$ cat config.mk
export PLATFORM = sky130hd
export DESIGN_NAME = cbsb_emit
export DESIGN_NICKNAME = d
export VERILOG_FILES = /design/src/rtl/cbsb_pkg.sv /design/src/rtl/cbsb_emit.sv
export SDC_FILE = /design/constraint.sdc
export NUM_CORES = 1
export LEC_CHECK = 0
export ABC_AREA = 0
export BUFFER_PORTS_ARGS = -buffer_cell sky130_fd_sc_hd__buf_4
export CORE_ASPECT_RATIO = 0.8
export CORE_MARGIN = 2
export CORE_UTILIZATION = 49
export DETAILED_ROUTE_END_ITERATION = 8
export PLACE_DENSITY = 0.89
export SLEW_MARGIN = 20
export SYNTH_ARGS = -nofsm -noshare
export SYNTH_HDL_FRONTEND = slang
export SYNTH_SLANG_ARGS = --single-unit
$ cat constraint.sdc
create_clock -name clock -period 1.7 [get_ports clock]
set_input_delay 0.34 -clock clock [delete_from_list [all_inputs] [get_ports clock]]
set_output_delay 0.34 -clock clock [all_outputs]
set_load 0.005 [all_outputs]
$ cat src/rtl/cbsb_pkg.sv
package cbsb_pkg;

   // three axes per point
   localparam int AXES = 3;

   // points-seen counter values
   localparam logic [1:0] SEEN_NONE = 2'd0;
   localparam logic [1:0] SEEN_EDGE = 2'd2;
   localparam logic [1:0] SEEN_FULL = 2'd3;

   // result slot of the output buffer, one-hot
   typedef enum logic [2:0] {
      SLOT_MID   = 3'b001,
      SLOT_THIRD = 3'b010,
      SLOT_TWO   = 3'b100
   } slot_type;

   // load command from the input stage to the output buffer
   typedef struct packed {
      logic emit;    // request produces results
      logic close;   // closing point: midpoint only, ends the curve
   } load_type;

endpackage

$ cat src/rtl/cbsb_emit.sv
module cbsb_emit #(
   parameter int COORD_WIDTH = 24
) (
   input  logic                                            clock,
   input  logic                                            reset,
   input  cbsb_pkg::load_type                              load,
   input  logic [cbsb_pkg::AXES-1:0][COORD_WIDTH-1:0]      mid,
   input  logic [cbsb_pkg::AXES-1:0][COORD_WIDTH-1:0]      third,
   input  logic [cbsb_pkg::AXES-1:0][COORD_WIDTH-1:0]      two_thirds,
   output logic                                            ready,
   output logic                                            rsp_valid,
   input  logic                                            rsp_ready,
   output logic [cbsb_pkg::AXES-1:0][COORD_WIDTH-1:0]      bez,
   output logic                                            run_last,
   output logic                                            curve_end
);

   logic                                       valid_ff, valid_in;
   logic                                       close_ff, close_in;
   cbsb_pkg::slot_type                         slot_ff, slot_in;
   logic [cbsb_pkg::AXES-1:0][COORD_WIDTH-1:0] mid_ff, third_ff, two_ff;
   logic                                       take;
   logic                                       final_slot;

   // handshake on the result side
   assign take       = valid_ff & rsp_ready;
   assign final_slot = close_ff | (slot_ff == cbsb_pkg::SLOT_TWO);
   assign ready      = ~valid_ff | (take & final_slot);

   // slot sequencing
   always_comb begin
      valid_in = valid_ff;
      close_in = close_ff;
      slot_in  = slot_ff;
      if (load.emit) begin
         valid_in = 1'b1;
         close_in = load.close;
         slot_in  = cbsb_pkg::SLOT_MID;
      end else if (take) begin
         case (slot_ff)
            cbsb_pkg::SLOT_MID:   slot_in = cbsb_pkg::SLOT_THIRD;
            cbsb_pkg::SLOT_THIRD: slot_in = cbsb_pkg::SLOT_TWO;
            default:              slot_in = cbsb_pkg::SLOT_MID;
         endcase
         if (final_slot) begin
            valid_in = 1'b0;
         end
      end
   end

   always_ff @(posedge clock) begin
      if (reset) begin
         valid_ff <= 1'b0;
         close_ff <= 1'b0;
         slot_ff  <= cbsb_pkg::SLOT_MID;
      end else begin
         valid_ff <= valid_in;
         close_ff <= close_in;
         slot_ff  <= slot_in;
      end
   end

   // result points, captured with the request
   always_ff @(posedge clock) begin
      if (load.emit) begin
         mid_ff   <= mid;
         third_ff <= third;
         two_ff   <= two_thirds;
      end
   end

   // output selection
   always_comb begin
      case (slot_ff)
         cbsb_pkg::SLOT_MID:   bez = mid_ff;
         cbsb_pkg::SLOT_THIRD: bez = third_ff;
         cbsb_pkg::SLOT_TWO:   bez = two_ff;
         default:              bez = mid_ff;
      endcase
   end

   assign rsp_valid = valid_ff;
   assign run_last  = final_slot;
   assign curve_end = close_ff;

endmodule

==> metrics.log, run 1 <==
INFO  metric outcome = complete, but fails checks
INFO  metric violations = setup timing
INFO  metric yosys.area.top_type = edfxtp_1
INFO  metric fin_crit_sh = 1.31
INFO  metric worst-endpoint-required = 1.36 ns
INFO  metric netlist_area = approximately 8100 um2
INFO  metric timing.critical_path.fanout_max = 8
INFO  metric overall_routing_resource_usage = 0.230
INFO  metric start_util = 0.505
INFO  metric async_reset_ff_frac = 0
INFO  metric netlist_top_cells_count = edfxtp_1 (216), inv_1 (73), a22oi_1 (72)
INFO  metric final_layout_size_suffix_gt1_frac = 0.511
INFO  metric detailedRoute.firstPassIterationCount = 5
INFO  metric finClkSkew = 0.00938 ns
INFO  metric clk_latency = a little under 0.5 ns
INFO  metric start_kind = flip-flop
INFO  metric vias_per_cell = around 5.2
INFO  metric cp_num_buf_inv = 3
INFO  metric timing.critical_path.slowest_stage_cell = dfxtp_4
INFO  metric power-per-cell-area = between 1000 and 1500 nW/um2
INFO  metric finalWorstPathRequiredPeriod = around 2.2 ns
INFO  metric synth.yosys.seq_area_share = 0.817
INFO  metric clock_tree.buffer_depth = 3
INFO  metric core = approximately 16,000 um2
INFO  metric std_cell_rows = 41
INFO  metric number_of_enable_type_register_cells_in_the_synthesized_netlist = 216
INFO  metric cts_made_buffers = 22
INFO  metric worst_setup_hold_path_clk_slew = about 0.060 ns
INFO  metric yosys_warnings = 0
INFO  metric initialDrtViolationCount = 336
INFO  metric cts_tree = yes
INFO  metric design.final.nets = roughly 1,000
INFO  metric dp_hpwl = ~14,000 um
INFO  metric synth_compound_gate_area_share = 0.116
INFO  metric synthesis.instances = 481
INFO  metric maxCapViolCount = 0
INFO  metric antenna_found_initial = 0
INFO  metric worst_ir_drop_vdd = 825 uV
INFO  metric post-place-ws = -0.160 ns
INFO  metric critical_path_arrival = 1.88 ns
INFO  metric syn-mean-instance-area = 16.8 um2
INFO  metric synth.lib_cells_used.distinct = 23
INFO  metric die_h = 119 um
INFO  metric synth_fa_ha_area_frac = 0
INFO  metric fin_ws = -0.520 ns
INFO  metric grt_overflow_total = 0
INFO  metric route.vias.total = 5,474
INFO  metric synthesis.nets = approximately 700
INFO  metric final_number_of_max_transition_violations = 0
INFO  metric avgRoutedWirePerCell = ~20 um
INFO  metric design.die.area = 17,500 um2
INFO  metric ys.flop_type = edfxtp_1
INFO  metric area_growth = 49.4%
INFO  metric cts_max_level = 1
INFO  metric yosys-mux-area-fraction = 0.00248
INFO  metric grt_max_degree = 44
INFO  metric critPathTopFamily = buffers and inverters
INFO  metric wirelength = 21,000 um
INFO  metric yosys.cell_count.top_type = edfxtp_1
INFO  metric final_util = 0.755
INFO  metric cts.sinks = 221
INFO  metric crit_path_end_kind = output pin
INFO  metric yosys-top-cells-area = edfxtp_1 (80%), a22oi_1 (6.7%), inv_1 (3.4%)
INFO  metric cell_by_cell_trace_of_the_critical_path = nor3b_4 -> buf_6 -> buf_12 -> a22oi_2 -> o21ai_1 -> buf_4
INFO  metric static-leakage-power = 4.85 nW
INFO  metric ant_diodes = 0
INFO  metric yosys_register_bits = around 220
INFO  metric holdWs = 0.0188 ns
INFO  metric holdCritPathClass = in -> reg
INFO  metric maxClockFrequency = 450 MHz
INFO  metric cts_root_buffer = clkbuf_16
INFO  metric port_buffers = 296
INFO  metric post_synth_and_or_nand_nor_area_fraction = 0.0101
INFO  metric dieWidth = 147 um
INFO  metric first_global_vias = 5,669
INFO  metric final-setup-viol-count = 74
INFO  metric io-pin-count = 297
INFO  metric yosys.area.top_type_share = 0.805
INFO  metric gp_congestion = 0.785
INFO  metric synth_xor_area_frac = 0
INFO  metric hold_violations = 0
INFO  metric timing.setup.critical_path_class = reg -> out
INFO  metric route.detailed.drc = 0
INFO  metric count_of_nets_left_with_antenna_violations_after_detail_routing = 0
INFO  metric worst_slew_pin_slew = 0.411 ns
INFO  metric timing.critical_path.slowest_cell_delay = 0.37 ns
INFO  metric rsz0062_at_grt = true
INFO  metric max_slew_margin = 0.726
INFO  metric grt_pass1_wl = 30,600 um
INFO  metric combinational_family_with_the_most_area_after_synthesis = compound AO/OA/AOI/OAI gates
-- worst reg2reg max path, delay by kind of cell (launching register included) --
| family | cells | cell delay, ns |
|---|---|---|
| buffers and inverters | 3 | 0.43 |
| and+or+nand+nor | 2 | 0.40 |
| DFF | 1 | 0.35 |
| AOI/OAI and AO/OA | 1 | 0.25 |
-- registers in the layout, indices dropped and copies added (netlist names) --
signal,flops
slot_ff,3
curve_end,1
two_ff,72
mid_ff,72
third_ff,72
rsp_valid,1
-- report_power, final --
| group | switching [W] | total [W] | internal, W |
|---|---|---|---|
| sequential | 0.000154 | 0.00661 | 0.00645 |
| combinational | 0.000366 | 0.000968 | 0.000601 |
| clock | 0.00187 | 0.00448 | 0.00261 |
| total | 0.00239 | 0.0121 | 0.00966 |
-- metal layers --
layer	GRT usage	part of all wire	wire [um]
met5	0	0	0
met4	0.0661	0.027	566
met3	0.0602	0.079	1660
met2	0.400	0.52	10900
met1	0.284	0.37	7870
-- area by class of cell --
| type | instances | area (um2) |
|---|---|---|
| multi-input combinational | 163 | 1300 |
| clock buffer | 29 | 598 |
| clock inverter | 6 | 55.1 |
| timing repair buffer | 343 | 2950 |
| sequential | 221 | 6600 |
| fill | 927 | 3920 |
| tap | 215 | 269 |
| inverter | 73 | 274 |
-- through the flow --
stage | total power, W | std cells | setup TNS, ns | area (um2)
finish | 0.0121 | 1050 | -34.40 | 12000
global route | 0.0125 | 1050 | -41.63 | 12000
CTS | 0.0121 | 1044 | -34.25 | 11800
detailed placement | 0.00763 | 999 | -2.94 | 10800
global placement | 0.00757 | 999 | -0.440 | 10800
floorplan | 0.00680 | 481 | 0 | 8060
-- cells by family (layout without fill, tap and decap cells) --
family	after synthesis	after routing
muxes	2	2
DFF	221	221
AOI/OAI and AO/OA	149	149
and+or+nand+nor	12	12
buffers and inverters	97	451
-- placed cells by master, fill, tap and decap left out, types with 3 or more instances in the layout --
cell         n
buf_12      15
inv_1       73
clkinv_1     3
clkbuf_1     6
o21ai_2      8
buf_4      308
clkbuf_16   27
nor2_1       3
buf_16       3
dfxtp_4      3
buf_6        9
a22oi_1     29
o21ai_1     64
edfxtp_1   216
a22oi_2     43
-- timing repair --
| action | CTS | global route |
|---|---|---|
| endpoints found under the setup margin | 74 | 74 |
| resized for setup | 70 | 48 |
| pin swaps | 4 | 25 |
| hold endpoints to repair | 0 | 2 |
| cloned | 4 | 5 |
| setup buffers | 6 | 0 |
| hold buffers | 0 | 2 |
-- path summary, 6_finish.rpt --
path	cells after the start	startpoint	slack, ns	to
setup / recovery	6	slot_ff[0]$_SDFFE_PP1P_	-0.52	bez[39]
hold / removal	1	mid[52]	0.02	mid_ff[52]$_DFFE_PP_
setup reg to reg	6	slot_ff[2]$_SDFFE_PP0P_	0.17	rsp_valid$_SDFFE_PP0P_
hold reg to reg	2	rsp_valid$_SDFFE_PP0P_	0.56	rsp_valid$_SDFFE_PP0P_
Power figures use the tool's default switching activity.
==> inputs of run 2 (changes only) <==
CORE_UTILIZATION = 44   (was 49)
PLACE_DENSITY = 0.85   (was 0.89)
clock period = 1.9 ns   (was 1.7 ns; I/O delays follow)
==> run 2 against run 1 <==
  * The run still ends with setup timing left
  * Combinational power shrank 3.7%
  * Total power decreased by 11%
  * Final cell count rose by 1.3%
  * Sequential power down 11%
  * Via count is 0.58% higher
  * Largest cell class unchanged
  * Register-to-register slack better by 0.20 ns
  * Clock power fell by 13%
  * Wire length grew 6.6%
  * Global-route usage decreased by 3.2 points
  * Clock skew decreased by 0.0067 ns
==> metrics.log, run 2 (synthesis gave the netlist of run 1 again) <==
INFO  metric power-per-cell-area = 878 nW/um2 (-12%)
INFO  metric worst_slew_pin_slew = 0.448 ns (+0.0364 ns)
INFO  metric final_layout_size_suffix_gt1_frac = 0.534 (+0.0222)
INFO  metric cts.sinks = 221 (unchanged)
INFO  metric hold_depth = 1 (unchanged)
INFO  metric count_of_nets_left_with_antenna_violations_after_detail_routing = 0 (unchanged)
INFO  metric hold_violations = 0 (unchanged)
INFO  metric fin_setup_tns = -24.95 ns (+9.45 ns)
INFO  metric fin_crit_sh = 1.20
INFO  metric dp_hpwl = 12,900 um (-6.7%)
INFO  metric nFillCells = 1,164 (+26%)
INFO  metric worst-endpoint-required = 1.52 ns (+0.16 ns)
INFO  metric hold_buffers = 0 (unchanged)
INFO  metric timing.setup.critical_path_class = reg -> out
INFO  metric cts_tree = yes
INFO  metric highest_count_cells_in_the_layout_ignoring_fill_and_taps = buf_4 (292), edfxtp_1 (216), inv_1 (73)
INFO  metric register_area = 6600 um2 (about the same)
INFO  metric fin_ws = -0.385 ns (+0.135 ns)
INFO  metric met2WireLength = 11,300 um (+2.9%)
INFO  metric wirelength = 22,400 um (+6.6%)
INFO  metric antenna_found_initial = 0 (unchanged)
INFO  metric final_number_of_max_transition_violations = 0 (unchanged)
INFO  metric highest-signal-layer = met4
INFO  metric first_global_vias = 5,514 (-2.7%)
INFO  metric detailedRoute.firstPassIterationCount = 5 (unchanged)
INFO  metric layout_top_registers = mid_ff (72), third_ff (72), two_ff (72)
INFO  metric holdWs = 0.0504 ns (+0.0316 ns)
INFO  metric critical_register_to_register_path_endpoint = rsp_valid$_SDFFE_PP0P_
INFO  metric core = 18,100 um2 (+13%)
INFO  metric final-setup-viol-count = 74 (unchanged)
INFO  metric crit_path_end_kind = output pin
INFO  metric critical_path_arrival = 1.90 ns (+0.02 ns)
INFO  metric clock_tree.buffer_depth = 3 (unchanged)
INFO  metric critical_register_to_register_path_startpoint = slot_ff[2]$_SDFFE_PP0P_
INFO  metric finClkSkew = 0.00271 ns (-0.00668 ns)
INFO  metric min_delay_startpoint = mid[61]
INFO  metric share_clk_of_total_power = 0.363 (-0.008)
INFO  metric detailroute.wirelength.met3 = 2170 um (+31%)
INFO  metric ff2ff_path_depth = 6 (unchanged)
INFO  metric power.sequential.fraction = 0.550 (+0.002)
INFO  metric final_common_cell = buf_4
INFO  metric static-leakage-power = 4.92 nW (+1.4%)
INFO  metric std_cell_rows = 44 (+7.3%)
INFO  metric vias_per_cell = 5.17 (-0.74%)
INFO  metric overall_routing_resource_usage = 0.198 (-0.0318)
INFO  metric initialDrtViolationCount = 348 (+3.6%)
INFO  metric grt_overflow_total = 0 (unchanged)
INFO  metric io-pin-count = 297 (unchanged)
INFO  metric area_growth = 51.6%
INFO  metric avgRoutedWirePerCell = 21.1 um (+5.2%)
INFO  metric instances_no_fill = 1,064 (+1.3%)
INFO  metric port_buffers = 296 (unchanged)
INFO  metric design.die.area = 19,400 um2 (+11%)
INFO  metric grt_max_degree = 50 (+14%)
INFO  metric maxCapViolCount = 0 (unchanged)
INFO  metric max_slew_margin = 0.702 (-0.0243)
INFO  metric place.detailed.instances = 1,004 (+0.50%)
INFO  metric intPower = 0.00856 W (-11%)
INFO  metric route.vias.total = 5,506 (+0.58%)
INFO  metric start_kind = flip-flop
INFO  metric grt_pass1_wl = 29,500 um (-3.5%)
INFO  metric dieWidth = 155 um (+5.4%)
INFO  metric design.final.nets = 1,039 (-0.57%)
INFO  metric worst_ir_drop_vdd = 769 uV (-6.8%)
INFO  metric total_area_of_multi_input_combinational_cells = 1420 um2 (+9.5%)
INFO  metric outcome = complete, but fails checks
INFO  metric cts_made_buffers = 22 (unchanged)
INFO  metric ff2ff_setup_slack = 0.37 ns (+0.20 ns)
INFO  metric start_util = 0.446 (-0.0588)
INFO  metric holdCritPathClass = in -> reg
INFO  metric finalWorstPathRequiredPeriod = 2.28 ns
INFO  metric worst_setup_hold_path_clk_slew = 0.06 ns (about the same)
INFO  metric die_h = 125 um (+5.3%)
INFO  metric gp_congestion = 0.801 (+1.9%)
INFO  metric cts_max_level = 1 (unchanged)
INFO  metric wl_met1 = 8420 um (+7.0%)
INFO  metric timing.critical_path.fanout_max = 8 (unchanged)
INFO  metric ant_diodes = 0 (unchanged)
INFO  metric cts_root_buffer = clkbuf_16
INFO  metric power.net_switching = 0.00218 W (-8.9%)
INFO  metric rsz0062_at_grt = true
INFO  metric route.detailed.drc = 0 (unchanged)
INFO  metric violations = setup timing
INFO  metric combinationalPowerShare = 0.087 (+0.007)
INFO  metric hold-path-endpoint = mid_ff[61]$_DFFE_PP_
INFO  metric p_sw_frac = 0.203 (+0.00454)
INFO  metric final_util = 0.677 (-0.0778)
INFO  metric clk_latency = 0.50 ns (about the same)
INFO  metric maxClockFrequency = 438 MHz
==> run 2: cell types whose count changed in the layout (fill, tap and decap cells not counted), moves of 3 or more <==
cell and change:
buf_6 +8, clkbuf_1 +5, o21ai_4 +11, clkbuf_16 +3, o21ai_1 -54, o21ai_2 +44
a22oi_2 -33, buf_4 -16, a22oi_1 +33
==> run 2: power by group through the flow <==
stage	Combinational, W	Clock, W	Sequential, W
finish	0.000932	0.00390	0.00590
global route	0.00100	0.00419	0.00593
CTS	0.000849	0.00398	0.00589
detailed placement	0.000820	0	0.00599
global placement	0.000798	0	0.00597
floorplan	0.000135	0	0.00595
==> run 2: routing by layer <==
metal	vias up	GRT usage
li1	2500	-
met1	2682	0.234
met2	282	0.346
met3	42	0.0638
met4	0	0.0594
met5	-	0
==> run 2: what timing repair did <==
item,in CTS,in global routing
pin swaps,2,2
gates cloned,3,12
endpoints found under the setup margin,74,74
buffers inserted,1,4
gates resized for setup,65,93
==> run 2: area by class of cell <==
type | instances | area share
Clock buffer | 34 | 0.0495
Clock inverter | 6 | 0.00328
Inverter | 73 | 0.0224
Multi-Input combinational cell | 163 | 0.117
Sequential cell | 221 | 0.540
Tap cell | 230 | 0.0235
Timing Repair Buffer | 337 | 0.245
==> run 2: how the worst max path moves through the flow <==
stage / startpoint / end / slack [ns] / depth (start not counted)
after detailed placement: slot_ff[0]$_SDFFE_PP1P_ / bez[2] / 0.04 / 6
after global placement: slot_ff[0]$_SDFFE_PP1P_ / bez[64] / 0.05 / 5
after global routing: slot_ff[1]$_SDFFE_PP0P_ / bez[11] / -0.44 / 6
after floorplan: slot_ff[1]$_SDFFE_PP0P_ / bez[12] / 0.36 / 5
final: slot_ff[1]$_SDFFE_PP0P_ / bez[67] / -0.38 / 6
after CTS: slot_ff[1]$_SDFFE_PP0P_ / bez[7] / -0.36 / 6
==> run 2: stage by stage <==
stage          setup slack, ns  cell area [um2]  power [W]
5_1_grt                 -0.444            12200     0.0111
3_5_place_dp            0.0390            10700    0.00681
6_report                -0.385            12200     0.0107
4_1_cts                 -0.359            11500     0.0107
3_3_place_gp            0.0529            10700    0.00676
2_1_floorplan            0.364             8060    0.00609
==> run 2: critical path, cell delays in order (launching register included) <==
cell       delay [ns]
dfxtp_4          0.36
nor3b_4          0.16
or2_4            0.28
buf_6            0.14
clkbuf_16        0.18
o21ai_4          0.16
buf_6            0.12
